## src/rtl/amgt_pkg.sv

```systemverilog
// Package: shared types, mode codes and constants for the graph table.
`default_nettype none
package amgt_pkg;
  localparam int MAX_VERTICES_DEF = 16;

  localparam logic [3:0] MODE_ADDV = 4'd0;
  localparam logic [3:0] MODE_ADDE = 4'd1;
  localparam logic [3:0] MODE_REME = 4'd2;
  localparam logic [3:0] MODE_REMV = 4'd3;
  localparam logic [3:0] MODE_ADJ = 4'd4;
  localparam logic [3:0] MODE_NBR = 4'd5;
  localparam logic [3:0] MODE_INDEG = 4'd6;
  localparam logic [3:0] MODE_OUTDEG = 4'd7;
  localparam logic [3:0] MODE_DEGREE = 4'd8;
  localparam logic [3:0] MODE_EDGES = 4'd9;
  localparam logic [3:0] MODE_VERTS = 4'd10;
  localparam logic [3:0] MODE_EMPTY = 4'd11;

  localparam logic [1:0] ST_OK = 2'd0;
  localparam logic [1:0] ST_MISSING = 2'd1;
  localparam logic [1:0] ST_FULL = 2'd2;

  typedef struct packed {
    logic [3:0] mode;
    logic [7:0] vertex_a;
    logic [7:0] vertex_b;
  } cmd_word_t;

  typedef struct packed {
    logic [1:0]  status;
    logic        flag;
    logic [15:0] neighbour_mask;
    logic [7:0]  count;
  } res_word_t;

  // controller to datapath commands
  typedef struct packed {
    logic load;     // capture word, clear accumulators
    logic scan_en;  // process row at scan index
    logic clr_idx;  // restart scan index
    logic done;     // form and strobe result
  } dp_cmd_t;

  // datapath to controller status
  typedef struct packed {
    logic last;     // scan index at final row
  } dp_sts_t;
endpackage
`default_nettype wire

```

## src/rtl/amgt_ctrl.sv

```systemverilog
// Controller: sequences lookup scan, work scan and result.
`default_nettype none
module amgt_ctrl
  import amgt_pkg::*;
(
  input  wire logic    clk,
  input  wire logic    rst,
  input  wire logic    start,
  output logic         busy,
  output dp_cmd_t      cmd,
  input  dp_sts_t      sts
);
  localparam logic [1:0] S_IDLE = 2'd0;
  localparam logic [1:0] S_FIND = 2'd1;
  localparam logic [1:0] S_WORK = 2'd2;
  localparam logic [1:0] S_DONE = 2'd3;

  logic [1:0] state, state_next;

  always_ff @(posedge clk) begin
    if (rst) state <= S_IDLE;
    else state <= state_next;
  end

  // two row scans: name lookup, then matrix work
  always_comb begin
    state_next = state;
    cmd = '0;
    unique case (state)
      S_IDLE: begin
        if (start) begin
          cmd.load = 1'b1;
          state_next = S_FIND;
        end
      end
      S_FIND: begin
        cmd.scan_en = 1'b1;
        if (sts.last) begin
          cmd.clr_idx = 1'b1;
          state_next = S_WORK;
        end
      end
      S_WORK: begin
        cmd.scan_en = 1'b1;
        if (sts.last) state_next = S_DONE;
      end
      S_DONE: begin
        cmd.done = 1'b1;
        state_next = S_IDLE;
      end
      default: state_next = S_IDLE;
    endcase
  end

  assign busy = (state != S_IDLE);
endmodule
`default_nettype wire

```

## src/rtl/amgt_dp.sv

```systemverilog
// Datapath: vertex table, adjacency matrix and per-row scan logic.
`default_nettype none
module amgt_dp
  import amgt_pkg::*;
#(
  parameter int MAX_VERTICES = MAX_VERTICES_DEF
) (
  input  wire logic clk,
  input  wire logic rst,
  input  cmd_word_t cmd_in,
  input  dp_cmd_t   cmd,
  output dp_sts_t   sts,
  output logic      strobe,
  output res_word_t result
);
  localparam int NV = MAX_VERTICES;
  localparam int IW = $clog2(NV);
  localparam int UW = $clog2(NV + 1);
  localparam int CW = $clog2(2 * NV + 1);
  localparam int EW = $clog2(NV * NV + 1);
  localparam int MW = (NV < 16) ? NV : 16;

  logic [7:0]    names [NV];
  logic [NV-1:0] valid;
  logic [NV-1:0] adj [NV];
  logic [UW-1:0] used;

  cmd_word_t     word;
  logic [IW-1:0] idx;
  logic          pass;       // 0 lookup, 1 work
  logic          fa, fb;
  logic [IW-1:0] sa, sb;
  logic [CW-1:0] cnt;
  logic [EW-1:0] ecnt;
  logic          flg;
  logic [15:0]   msk;
  logic          wfull;      // table was full when the word was taken

  assign sts.last = (idx == IW'(NV - 1));

  logic          in_used;
  logic          ok_ab, ok_a, full;
  logic [NV-1:0] row;
  logic [CW-1:0] row_pop;
  logic [CW-1:0] tri_pop;

  assign in_used = ({1'b0, idx} < (IW + 1)'(used)) || (UW > IW && used[UW-1]);
  assign ok_ab = fa && fb;
  assign ok_a  = fa;
  assign full  = (used == UW'(NV));
  assign row   = adj[idx];

  // popcount of the current row, and of its upper triangle
  always_comb begin
    row_pop = '0;
    tri_pop = '0;
    for (int j = 0; j < NV; j++) begin
      row_pop = row_pop + CW'(row[j]);
      if (j >= int'(idx)) tri_pop = tri_pop + CW'(row[j]);
    end
  end

  always_ff @(posedge clk) begin
    if (rst) begin
      valid <= '0;
      used  <= '0;
      for (int i = 0; i < NV; i++) adj[i] <= '0;
      idx <= '0;
      pass <= 1'b0;
      strobe <= 1'b0;
    end else begin
      strobe <= cmd.done;
      if (cmd.load) begin
        word <= cmd_in;
        idx <= '0;
        pass <= 1'b0;
        fa <= 1'b0;
        fb <= 1'b0;
        cnt <= '0;
        ecnt <= '0;
        flg <= 1'b0;
        msk <= '0;
        wfull <= full;
      end
      if (cmd.scan_en) begin
        idx <= cmd.clr_idx ? '0 : idx + IW'(1);
        if (!pass) begin
          // lookup: first valid matching slot
          if (in_used && valid[idx]) begin
            if (!fa && names[idx] == word.vertex_a) begin
              fa <= 1'b1;
              sa <= idx;
            end
            if (!fb && names[idx] == word.vertex_b) begin
              fb <= 1'b1;
              sb <= idx;
            end
          end
        end else begin
          // work pass: one row per cycle
          case (word.mode)
            MODE_ADDV: begin
              if (!full) begin
                if (idx == used[IW-1:0]) adj[idx] <= '0;
                else adj[idx][used[IW-1:0]] <= 1'b0;
              end
            end
            MODE_ADDE: begin
              // a self loop hits the same bit from both ends
              if (ok_ab && (idx == sa || idx == sb)) adj[idx][(idx == sa) ? sb : sa] <= 1'b1;
            end
            MODE_REME: begin
              if (ok_ab && (idx == sa || idx == sb)) adj[idx][(idx == sa) ? sb : sa] <= 1'b0;
            end
            MODE_REMV: begin
              if (ok_a) begin
                if (idx == sa) adj[idx] <= '0;
                else adj[idx][sa] <= 1'b0;
              end
            end
            MODE_ADJ: begin
              if (ok_ab && idx == sa) flg <= row[sb];
            end
            MODE_NBR: begin
              if (ok_a && idx == sa) begin
                for (int j = 0; j < MW; j++) msk[j] <= row[j] && (j != int'(sa));
              end
            end
            MODE_INDEG, MODE_OUTDEG, MODE_DEGREE: begin
              if (ok_a) begin
                cnt <= cnt
                     + ((word.mode != MODE_OUTDEG) ? CW'(row[sa]) : CW'(0))
                     + ((word.mode != MODE_INDEG && idx == sa) ? row_pop : CW'(0));
              end
            end
            MODE_EDGES: ecnt <= ecnt + EW'(tri_pop);
            MODE_VERTS, MODE_EMPTY: cnt <= cnt + CW'(valid[idx]);
            default: ;
          endcase
        end
        if (cmd.clr_idx) pass <= 1'b1;
      end
      // table update at the end of the item
      if (cmd.done) begin
        if (word.mode == MODE_ADDV && !full) begin
          names[used[IW-1:0]] <= word.vertex_a;
          valid[used[IW-1:0]] <= 1'b1;
          used <= used + UW'(1);
        end
        if (word.mode == MODE_REMV && ok_a) valid[sa] <= 1'b0;
      end
    end
  end

  // result formatting
  always_comb begin
    result = '0;
    case (word.mode)
      MODE_ADDV: if (wfull) result.status = ST_FULL;
      MODE_ADDE, MODE_REME: if (!ok_ab) result.status = ST_MISSING;
      MODE_ADJ: begin
        if (!ok_ab) result.status = ST_MISSING;
        else result.flag = flg;
      end
      MODE_REMV: if (!ok_a) result.status = ST_MISSING;
      MODE_NBR: begin
        if (!ok_a) result.status = ST_MISSING;
        else result.neighbour_mask = msk;
      end
      MODE_INDEG, MODE_OUTDEG, MODE_DEGREE: begin
        if (!ok_a) result.status = ST_MISSING;
        else result.count = 8'(cnt);
      end
      MODE_EDGES: result.count = (ecnt > EW'(255)) ? 8'd255 : 8'(ecnt);
      MODE_VERTS: result.count = 8'(cnt);
      MODE_EMPTY: result.flag = (cnt == '0);
      default: ;
    endcase
  end
endmodule
`default_nettype wire

```

## src/rtl/adjacency_matrix_graph_table_top.sv

```systemverilog
// Top level: undirected graph table with adjacency bit matrix.
// done rises after a row-per-cycle name lookup scan, a row-per-cycle matrix
// scan and an update state; busy falls as done rises, so the table takes a new
// word only after the previous one has finished.
// The receiver cannot stall; done marks the result for one cycle.
// Synchronous reset clears valid bits, slot count and the matrix at once.
`default_nettype none
module adjacency_matrix_graph_table_top
  import amgt_pkg::*;
#(
  parameter int MAX_VERTICES = MAX_VERTICES_DEF
) (
  input  wire logic clk,
  input  wire logic rst,
  input  wire logic start,
  output logic      busy,
  input  cmd_word_t cmd,
  output logic      done,
  output res_word_t result
);
  dp_cmd_t dcmd;
  dp_sts_t dsts;

  amgt_ctrl u_ctrl (
    .clk(clk), .rst(rst), .start(start), .busy(busy), .cmd(dcmd), .sts(dsts)
  );

  amgt_dp #(.MAX_VERTICES(MAX_VERTICES)) u_dp (
    .clk(clk), .rst(rst), .cmd_in(cmd), .cmd(dcmd), .sts(dsts),
    .strobe(done), .result(result)
  );
endmodule
`default_nettype wire

```

## config.mk

```make
export PLATFORM = sky130hd
export DESIGN_NAME = adjacency_matrix_graph_table_top
export DESIGN_NICKNAME = d
export VERILOG_FILES = /design/src/rtl/amgt_pkg.sv /design/src/rtl/amgt_ctrl.sv /design/src/rtl/amgt_dp.sv /design/src/rtl/adjacency_matrix_graph_table_top.sv
export SDC_FILE = /design/constraint.sdc
export NUM_CORES = 1
export LEC_CHECK = 0
export ABC_AREA = 1
export BUFFER_PORTS_ARGS = -buffer_cell sky130_fd_sc_hd__buf_2
export CAP_MARGIN = 15
export CORE_ASPECT_RATIO = 1.4
export CORE_UTILIZATION = 30
export DETAILED_ROUTE_END_ITERATION = 16
export PLACE_DENSITY = 0.52
export SLEW_MARGIN = 20
export SYNTH_ARGS = -nofsm -noshare
export SYNTH_HDL_FRONTEND = slang
export SYNTH_HIERARCHICAL = 1
export SYNTH_SLANG_ARGS = --single-unit
```

## constraint.sdc

```tcl
create_clock -name clk -period 20.5 [get_ports clk]
set_clock_uncertainty 0.2 [all_clocks]
set_input_delay 3.075 -clock clk [delete_from_list [all_inputs] [get_ports clk]]
set_output_delay 3.075 -clock clk [all_outputs]
set_load 0.01 [all_outputs]
```

# After elaboration in Yosys (flattened, before gate mapping)
# Memories as Yosys holds them, arrays and structs flattened. A register that Yosys moved wholly into a read port is not among the register bits.
# Cells that the tools add are included.
[totals]
register_bits = 92
latchBits = 0
ram_bits = 384
romBits = 0
input_bits = 23
out_inout_bits = 29
wordCells = 480
memories = 2
[op_classes]
n_addsub = 36
mul = 0
n_div = 0
magnitude_cmp = 25
n_eq_ne = 41
n_shift = 0
n_mux = 222
bitwise_logic = 85
reduce_logical = 51
[memory_table]
columns = ["memory", "depth", "width", "read_ports", "rd_ports_with_merged_regs", "write_ports", "line_no", "rtl"]
rows = [
  ["u_dp.adj", 16, 16, 1, 1, 16, "amgt_dp.sv:25", "logic [NV-1:0] adj [NV];"],
  ["u_dp.names", 16, 8, 1, 1, 1, "amgt_dp.sv:23", "logic [7:0] names [NV];"],
]
[ops]
columns = ["op", "n"]
rows = [
  ["16-bit 2-to-1 mux", 17],
  ["6-bit by 1-bit adder with 6-bit output", 30],
  ["1-bit 2-to-1 mux", 156],
  ["6-bit 2-to-1 mux", 20],
  ["1-bit OR", 80],
  ["4-bit 2-to-1 mux", 9],
  ["9-bit 2-to-1 mux", 4],
  ["4-bit inequality test (first input constant)", 8],
  ["1-bit logical AND", 29],
  ["4-bit >= comparator (first input constant)", 7],
  ["4-bit by 5-bit less-than comparator with 1-bit output (second input constant)", 5],
  ["8-bit one-hot mux with 3 select lines", 1],
  ["4-bit == test (second input constant)", 5],
  ["16-bit bitwise AND", 1],
  ["4-bit by 3-bit == test with 1-bit output (second input constant)", 4],
  ["8-bit == test", 2],
  ["3-bit by 4-bit >= comparator with 1-bit output (first input constant)", 4],
  ["3-bit by 4-bit inequality test with 1-bit output (first input constant)", 4],
  ["16-bit inverter", 1],
  ["16-bit OR", 1],
  ["16-bit OR reduction", 1],
  ["6-bit adder", 2],
  ["1-bit binary-select mux with 4-bit select", 3],
  ["1-bit demux with 4-bit select", 3],
  ["other kinds (39)", 63],
]

# Depth between registers and ports, before layout
# Gate-level depths: netlist (run 1).
[depth]
ltp_word = 35
depth_mapped = 68
ltp_nobuf = 66

# By module
# Netlist (run 1), hierarchy kept.
[modules_own_cells]
columns = ["module", "n_inst", "cells_per_inst", "area_each_um2", "seq_area_each_um2"]
rows = [
  ["amgt_dp", 1, 2969, 27103.5, 14043.5],
  ["amgt_ctrl", 1, 29, 188.9, 40.0],
]

# Least setup slack after synthesis (run 1)
# OpenSTA, ideal clock, no wires.
[synth_path]
path_kind = "reg2reg"
startpoint = "register with a tool-made name"
endpoint = "register u_dp.ecnt[7], data pin"
setup_time_ns = 0.266
arrival_ns = 9.692
required_ns = 20.034
setup_slack_ns = 10.342
stages_incl_launch_ff = 63
path_buffers = 3
period_less_slack_ns = 10.158
cell_sequence = "dfxtp_1 -> clkbuf_1 -> clkbuf_1 -> buf_1 -> mux2i_1 -> o211ai_1 -> o211ai_1 -> nand2_1 -> ha_1 -> mux2_2 -> ha_1 -> nand2_1 -> nand2_1 -> ha_1 -> inv_1 -> nor2_1 -> ha_1 -> a21boi_0 -> (+27 left out) -> mux2i_1 -> inv_1 -> ha_1 -> xor2_1 -> inv_1 -> ha_1 -> a21oi_1 -> inv_1 -> a31oi_1 -> nor2_1 -> nor2_1 -> o21bai_1 -> nand2_1 -> nand2_1 -> nand3_1 -> o21ai_0 -> o211ai_1 -> o31ai_1"
[synth_lines]
columns = ["element", "line_no", "rtl"]
rows = [
  ["end signal, assigned", "amgt_dp.sv:136", "MODE_EDGES: ecnt <= ecnt + EW'(tri_pop);"],
  ["end, declared", "amgt_dp.sv:34", "logic [EW-1:0] ecnt;"],
]

# Final worst setup path (run 1)
[layout_path]
startpoint = "register u_dp.idx[0]"
endpoint = "register u_dp.ecnt[7], data pin"
[layout_via]
elab_chain_len = 35
elab_cells_between_ends = 49
cone_classes = "16 x add/sub; 15 x order compare; 18 x mux"
[layout_lines]
columns = ["element", "line_no", "rtl"]
rows = [
  ["start, declared", "amgt_dp.sv:29", "logic [IW-1:0] idx;"],
  ["start signal, assigned", "amgt_dp.sv:86", "idx <= cmd.clr_idx ? '0 : idx + IW'(1);"],
  ["1-bit by 4-bit >= comparator with 1-bit output", "amgt_dp.sv:59", "if (j >= int'(idx)) tri_pop = tri_pop + CW'(row[j]);"],
  ["1-bit 2-to-1 mux", "amgt_dp.sv:59", ""],
  ["6-bit by 1-bit adder with 6-bit output", "amgt_dp.sv:59", ""],
  ["6-bit 2-to-1 mux", "amgt_dp.sv:59", ""],
  ["6-bit by 1-bit adder with 6-bit output", "amgt_dp.sv:59", ""],
  ["6-bit 2-to-1 mux", "amgt_dp.sv:59", ""],
  ["6-bit by 1-bit adder with 6-bit output", "amgt_dp.sv:59", ""],
  ["6-bit 2-to-1 mux", "amgt_dp.sv:59", ""],
  ["(+19 left out)", "--", ""],
  ["6-bit 2-to-1 mux", "amgt_dp.sv:59", ""],
  ["6-bit by 1-bit adder with 6-bit output", "amgt_dp.sv:59", ""],
  ["6-bit 2-to-1 mux (*)", "amgt_dp.sv:59", ""],
  ["6-bit by 1-bit adder with 6-bit output (*)", "amgt_dp.sv:59", ""],
  ["9-bit by 6-bit adder with 9-bit output (*)", "amgt_dp.sv:136", ""],
  ["9-bit 2-to-1 mux (*)", "amgt_dp.sv:101", "case (word.mode)"],
  ["9-bit 2-to-1 mux (*)", "amgt_dp.sv:87", "if (!pass) begin"],
  ["9-bit 2-to-1 mux (*)", "amgt_dp.sv:85", "if (cmd.scan_en) begin"],
]
# Mark *: on every way between the ends. The rest lies on a longest branch, timed or not.
# A chain may end at the register's enable or synchronous reset.

==> reports/results.txt, run 1 <==
result of the run: complete, no violations
Post-CTS Setup Inserts: 0
total routing resource utilization after global routing: 17.9%
number of distinct library cells after synthesis: 58
vias per cell: 5.15
initial core utilization: 30.3%
fraction of synthesized cell area in xor and xnor cells: 0.706%
proportion of synthesized flip-flops having asynchronous set or reset: 0%
floorplan row count: 130
sum of met3 wire segment lengths after detailed routing: 3790 um
area growth from synthesis to layout: 10.8%
Max Used Layer: met4
Setup CP Type: flip-flop to flip-flop
worst hold margin: 0.278 ns
synthesized instance count: 2,998
total of warnings raised by yosys: 6
nature of the critical path startpoint: flip-flop
adder-cell share of the synthesized area: 3.80%
first-pass detailed-route iteration total: 5
unrepaired setup endpoints after global routing: false
arrival time of data at the critical path endpoint: 12.62 ns
top post-synthesis cells by area: edfxtp_1 (49%), o21ai_0 (7.8%), nor2_1 (5.5%)
final hold violation count: 0
most used standard cell by instance count after synthesis: edfxtp_1
min cycle time layout: 12.47 ns
port buffer count: 51
boundary pin count: 52
cell total after placement: 4,092
wire length on met1: 32,900 um
leading post-synthesis cells by instance count: edfxtp_1 (447), o21ai_0 (424), nor2_1 (402), inv_1 (375), nand2_1 (278)
number of levels the H-tree was split into: 2
storage element area: 14,100 um^2
maximum cell stage delay along the critical path: 0.90 ns
number of global-route vias before repair: 21,000
Tightest Hold Check Type: flip-flop to flip-flop
fin worst setup slack: 8.03 ns
sequential fraction of the synthesis area: 51.6%
detailed placer's ending HPWL: 56,200 um
violation count after the first detailed-route iteration: 1,762
clock tree root driver cell: clkbuf_16
endpoint class of the critical path: flip-flop
Post-synth EDFFs: 447
endpoint required time on the critical path: 20.66 ns
multiplexer share of the synthesized area: 3.64%
share of Yosys cell area claimed by the top area cell type: 49.2%
nets in the synthesized netlist: 3,096
Fmax achieved: 80.2 MHz
clock latency on the worst-skew pair: 0.62 ns
cell area after synthesis: 27,300 um^2
Wirelength per Cell: 20.0 um
largest fanout on the critical path: 30
die height: 359 um
TritonCTS Sinks: 480
Synth Flop Type: edfxtp_1
number of remaining DRC errors: 0
library cell contributing the largest single delay on the critical path: clkinv_1
area of the multi-input gates: 11,000 um^2
period utilization: 60.8%
share of post-route cells with drive strength above 1: 9.25%
Inserted Clock Buffers: 49
number of gates given a new drive strength after cts: 0
wire length of the first global-routing pass: 127,000 um
Core Footprint: 89,900 um^2
final non-filler cell total: 4,183
setup TNS: 0 ns
clock-pin slew on the worst setup and hold paths: 0.07 ns
transition at the pin with the smallest max-transition slack: 1.07 ns
x dimension of the die: 257 um
Synth Register Bits: 480
layout net count: 3,053
die area: 92,200 um^2
antenna viol nets, final: 0
number of buffers on the longest clock path: 3
initial antenna violation count: 1
dominant combinational cell family by area after synthesis: compound AO/OA/AOI/OAI gates
cell type with the highest aggregate area in the netlist: edfxtp_1
simple logic cell fraction of the synthesized area: 15.3%
clock tree from TritonCTS: done
pin count of the biggest net entering global routing: 145
post-synthesis area per instance: 9.10 um^2
final max-slew violation count: 0
filler cell count in the final layout: 9,210
met2 wire length: 43,400 um
number of endpoints failing setup at the final stage: 0
Post-CTS Hold Buffers: 0
via count of the routed design: 21,600
RePlAce Congestion: 0.937
count of max-cap constraint violations: 0
compound-cell area share of the yosys netlist: 16.8%
Top cell by count, worst path: ha_1
worst slew margin relative to its limit: 28.0%
total grt overflow: 0
Setup Slack @ Placement: 8.14 ns
final routed wirelength across all metal layers: 83,600 um
## layout by cell type (no fill, tap or decap), types with 5 or more instances in the layout
| master | count |
|---|---|
| o21ai_1 | 23 |
| inv_2 | 14 |
| nor3_1 | 28 |
| nand3_4 | 6 |
| o21ai_0 | 424 |
| nand2_1 | 278 |
| o31ai_1 | 22 |
| clkbuf_1 | 7 |
| nand4_1 | 22 |
| dfxtp_1 | 30 |
| ha_1 | 62 |
| clkinv_2 | 12 |
| fa_1 | 13 |
| mux2i_1 | 97 |
| a21oi_1 | 149 |
| edfxtp_1 | 447 |
| nand3_2 | 16 |
| nor2_4 | 8 |
| o211ai_1 | 112 |
| buf_2 | 51 |
| o22ai_1 | 8 |
| nand2_2 | 24 |
| nand2_4 | 5 |
| o221ai_1 | 8 |
| a211oi_1 | 10 |
| clkbuf_16 | 49 |
| nor2_1 | 400 |
| clkinvlp_4 | 7 |
| clkinv_1 | 16 |
| a221oi_1 | 7 |
| buf_4 | 49 |
| xor2_1 | 18 |
| inv_1 | 373 |
| nand3_1 | 130 |
| a2111oi_2 | 8 |
## final timing paths
kind,start,slack [ns],endpoint,cells past startpoint
max reg2reg,u_dp/idx[0],8.03,u_dp/ecnt[7],61
min reg2reg,u_dp/valid[9],0.28,u_dp/valid[9],2
max,u_dp/idx[0],8.03,u_dp/ecnt[7],61
min,u_dp/valid[9],0.28,u_dp/valid[9],2
## through the flow
stage	instance area [um^2]	util, %
final	30200	33.6
after CTS	30200	33.6
after detailed placement	28700	31.9
after global routing	30200	33.6
after floorplan	27300	-
after global placement	28700	31.9
## critical path: cells and delay by family (launching register included)
kind	cells	cell delay [ns]
adders and majority gates	18	5.08
muxes	3	0.70
and+or+nand+nor	17	1.49
xor gates and xnor gates	1	0.15
AOI/OAI and AO/OA	11	2.28
buffers and inverters	11	1.69
DFF	1	0.58
## state kept, by name, indices dropped and copies added, names as in the netlist, named ones only
| signal | flops |
|---|---|
| u_dp/names | 128 |
| u_dp/sa | 4 |
| u_dp/idx | 4 |
| u_dp/strobe | 1 |
| u_dp/flg | 1 |
| u_dp/ecnt | 9 |
| u_dp/valid | 16 |
| u_dp/fa | 1 |
| u_ctrl/state | 2 |
| u_dp/sb | 4 |
| u_dp/msk | 16 |
| u_dp/cnt | 6 |
| u_dp/fb | 1 |
| u_dp/adj | 256 |
| u_dp/wfull | 1 |
| u_dp/pass | 1 |
| u_dp/used | 5 |
| u_dp/word | 20 |
## cell type report
type / instances / share of cell area, %
Clock buffer: 59 / 4.28
Timing Repair Buffer: 101 / 2.13
Clock inverter: 31 / 0.749
Sequential cell: 480 / 46.6
Tap cell: 1188 / 4.91
Multi-Input combinational cell: 1926 / 36.4
Antenna cell: 1 / 0.00827
Inverter: 397 / 4.96
## metal layers
metal  track usage (%)  up-vias
li1                  -    10300
met1              20.7    10500
met2              32.8      602
met3              2.28      164
met4              7.48        0
met5                 0        -
## logic make-up (layout without fill, tap and decap cells)
| family | after synthesis | in the layout |
|---|---|---|
| multiplexers | 99 | 99 |
| AND/OR/NAND/NOR | 935 | 935 |
| buffers and inverters | 592 | 588 |
| AO/OA/AOI/OAI | 795 | 795 |
| adder cells (fa/ha/maj) | 75 | 75 |
| flip-flops | 480 | 480 |
| XOR/XNOR | 22 | 22 |
| other | 0 | 1 |
Power of run 1 is not shown: default switching activity piles up to over one toggle a cycle in this logic, so the estimate is an artifact.
==> run 2, diff against run 1 <==
ABC_AREA = 0   (was 1)
PLACE_DENSITY = 0.54   (was 0.52)
clock period = 10.2 ns   (was 20.5 ns; I/O delays follow)
==> run 2 against run 1 <==
The flow now finishes with violations (setup timing). Hold slack gained 0.048 ns. Largest cell class unchanged. Synthesized cell count shrank 21%. Final cell count shrank 14%. Die area shrank 2.3%. Synthesized area shrank 2.3%. Sequential share of layout area shrank 0.34 points. Global-route usage shrank 0.59 points. Maximum frequency grew 19%. Critical endpoint unchanged.
==> reports/results.txt, run 2 <==
library cell contributing the largest single delay on the critical path: mux4_2
Top reg by flops: u_dp/adj
floorplan row count: 129 (-0.77%)
total of warnings raised by yosys: 6 (unchanged)
result of the run: complete, but fails checks
area growth from synthesis to layout: 14.3%
RePlAce Congestion: 0.885 (-5.5%)
fin worst setup slack: -0.244 ns (-8.28 ns)
number of global-route vias before repair: 19,400 (-7.6%)
setup TNS: -0.925 ns (-0.925 ns)
wire length of the first global-routing pass: 118,000 um (-6.7%)
arrival time of data at the critical path endpoint: 10.70 ns (-1.92 ns)
most used standard cell by instance count after synthesis: edfxtp_1
largest fanout on the critical path: 6 (-80%)
n_diodes: 0 (-1)
total routing resource utilization after global routing: 17.3% (-0.59 points)
Tightest Hold Check Type: flip-flop to flip-flop
violations in the final reports: setup timing
violation count after the first detailed-route iteration: 1,994 (+13%)
number of buffers on the longest clock path: 3 (unchanged)
max FFs per register: 256 (unchanged)
top post-synthesis cells by area: edfxtp_1 (50%), mux4_2 (11%), nand2_1 (5.3%)
share of post-route cells with drive strength above 1: 19.2% (+9.9 points)
final routed wirelength across all metal layers: 78,600 um (-6.1%)
total grt overflow: 0 (unchanged)
worst slew margin relative to its limit: 26.3% (-1.6 points)
final max-slew violation count: 0 (unchanged)
filler cell count in the final layout: 8,712 (-5.4%)
min cycle time layout: 10.44 ns (-2.02 ns)
x dimension of the die: 254 um (-1.2%)
die area: 90,100 um^2 (-2.3%)
Top cell by count, worst path: ha_4
clock latency on the worst-skew pair: 0.61 ns (about the same)
clock tree from TritonCTS: done
endpoint class of the critical path: flip-flop
first-pass detailed-route iteration total: 7 (+2)
endpoint required time on the critical path: 10.46 ns (-10.20 ns)
leading post-synthesis cells by instance count: edfxtp_1 (447), nand2_1 (375), nor2_1 (352), o21ai_0 (203), clkbuf_1 (164)
cell type with the highest aggregate area in the netlist: edfxtp_1
TritonCTS Sinks: 480 (unchanged)
initial core utilization: 30.3% (-0.091 points)
Crit path buffers/inverters: 2 (-9)
number of distinct library cells after synthesis: 91 (+57%)
Synth Register Bits: 480 (unchanged)
Synth Flop Type: edfxtp_1
Inserted Clock Buffers: 45 (-8.2%)
count of max-cap constraint violations: 0 (unchanged)
cell area after synthesis: 26,700 um^2 (-2.3%)
Post-synth EDFFs: 447 (unchanged)
synthesized instance count: 2,376 (-21%)
antenna viol nets, final: 0 (unchanged)
die height: 355 um (-1.2%)
commonest cells after routing, fill and taps aside: edfxtp_1 (447), nand2_1 (370), nor2_1 (352)
vias per cell: 5.34 (+3.7%)
static leakage: 10.3 nW
number of remaining DRC errors: 0 (unchanged)
highest ir drop seen on vdd: 0.00101 V
share of Yosys cell area claimed by the top area cell type: 50.3% (+1.2 points)
Power per Cell Area: 393 nW/um^2
Core Footprint: 88,100 um^2 (-2.0%)
pin count of the biggest net entering global routing: 115 (-21%)
clock-pin slew on the worst setup and hold paths: 0.07 ns (about the same)
unrepaired setup endpoints after global routing: true
via count of the routed design: 19,300 (-10%)
clock tree root driver cell: clkbuf_16
Final Total Pwr: 0.0120 W
port buffer count: 51 (unchanged)
Setup CP Type: flip-flop to flip-flop
layout net count: 2,497 (-18%)
Wirelength per Cell: 21.7 um (+8.7%)
detailed placer's ending HPWL: 52,800 um (-6.0%)
Fmax achieved: 95.8 MHz (+19%)
proportion of synthesized flip-flops having asynchronous set or reset: 0% (unchanged)
nets in the synthesized netlist: 2,474 (-20%)
maximum cell stage delay along the critical path: 0.54 ns (-0.36 ns)
sequential fraction of the synthesis area: 52.8% (+1.2 points)
most frequent standard cell in the layout excluding fill and tap cells: edfxtp_1
worst hold margin: 0.327 ns (+0.0482 ns)
period utilization: 102% (+42 points)
nature of the critical path startpoint: flip-flop
number of levels the H-tree was split into: 2 (unchanged)
initial antenna violation count: 1 (unchanged)
boundary pin count: 52 (unchanged)
transition at the pin with the smallest max-transition slack: 1.10 ns (+0.0272 ns)
family with the most delay on the worst path: adder cells
number of endpoints failing setup at the final stage: 5 (+5)
final hold violation count: 0 (unchanged)
post-synthesis area per instance: 11.2 um^2 (+23%)
Post-CTS Hold Buffers: 0 (unchanged)
==> run 2: final timing paths <==
check	startpoint	endpoint	slack (ns)	cells after the start
max reg2reg	flip-flop	u_dp/ecnt[7]	-0.24	46
min reg2reg	u_dp/valid[15]	u_dp/valid[15]	0.33	2
min	u_dp/valid[15]	u_dp/valid[15]	0.33	2
max	flip-flop	u_dp/ecnt[7]	-0.24	46
==> run 2: timing repair <==
action	4_1_cts	5_1_grt
pin swaps	30	12
setup buffers	3	7
setup endpoints to repair	7	6
gates resized for setup	26	5
==> run 2: layout make-up <==
| type | instances | area [um^2] | area share [%] |
|---|---|---|---|
| Inverter | 46 | 178 | 0.583 |
| Timing Repair Buffer | 176 | 1230 | 4.03 |
| Multi-Input combinational cell | 1650 | 12100 | 39.6 |
| Sequential cell | 480 | 14100 | 46.3 |
| Tap cell | 1179 | 1480 | 4.84 |
| Clock inverter | 29 | 274 | 0.900 |
| Clock buffer | 54 | 1160 | 3.81 |
==> run 2: routing by layer <==
metal	up-vias	GRT usage (%)	wire length, um
met5	-	0	0
met4	0	7.40	3250
met3	160	1.71	4360
met2	696	31.2	40900
met1	9761	20.7	30100
li1	8684	-	-
==> run 2: kinds of logic (layout without fill, tap and decap cells) <==
group           after synthesis  in the layout  synth area share [%]
simple gates                971            971                  16.0
flops                       480            480                  52.8
compound gates              385            385                  9.02
buf+inv                     246            305                  3.63
mux                         148            148                  11.9
fa+ha+maj                    77             77                  3.96
xor+xnor                     69             69                  2.60
==> run 2: report_power, final <==
group / switching (W) / leakage, nW / internal (W)
logic: 0.00366 / 4.89 / 0.00429
clock network: 0.000785 / 0.688 / 0.000900
registers: 0.0000813 / 4.68 / 0.00225
total: 0.00453 / 10.3 / 0.00744
==> run 2: metrics by stage <==
step | cells | setup WS [ns] | instance area [um^2] | utilization [%]
CTS | 3607 | -0.213 | 30400 | 34.5
finish | 3614 | -0.244 | 30500 | 34.6
global route | 3614 | -0.616 | 30500 | 34.6
global placement | 3521 | -0.576 | 28800 | 32.7
detailed placement | 3521 | -0.676 | 28800 | 32.7
floorplan | 2376 | -0.320 | 27000 | -
==> run 2: worst reg2reg max path, delay by kind of cell, from the launching register on <==
family / cells / cell delay (ns)
DFF: 1 / 0.42
muxes: 7 / 2.44
buffers and inverters: 2 / 0.31
and+or+nand+nor: 10 / 1.59
adders and majority gates: 13 / 2.86
xor gates and xnor gates: 3 / 0.74
AOI/OAI and AO/OA: 11 / 1.76
Power figures use the tool's default switching activity.
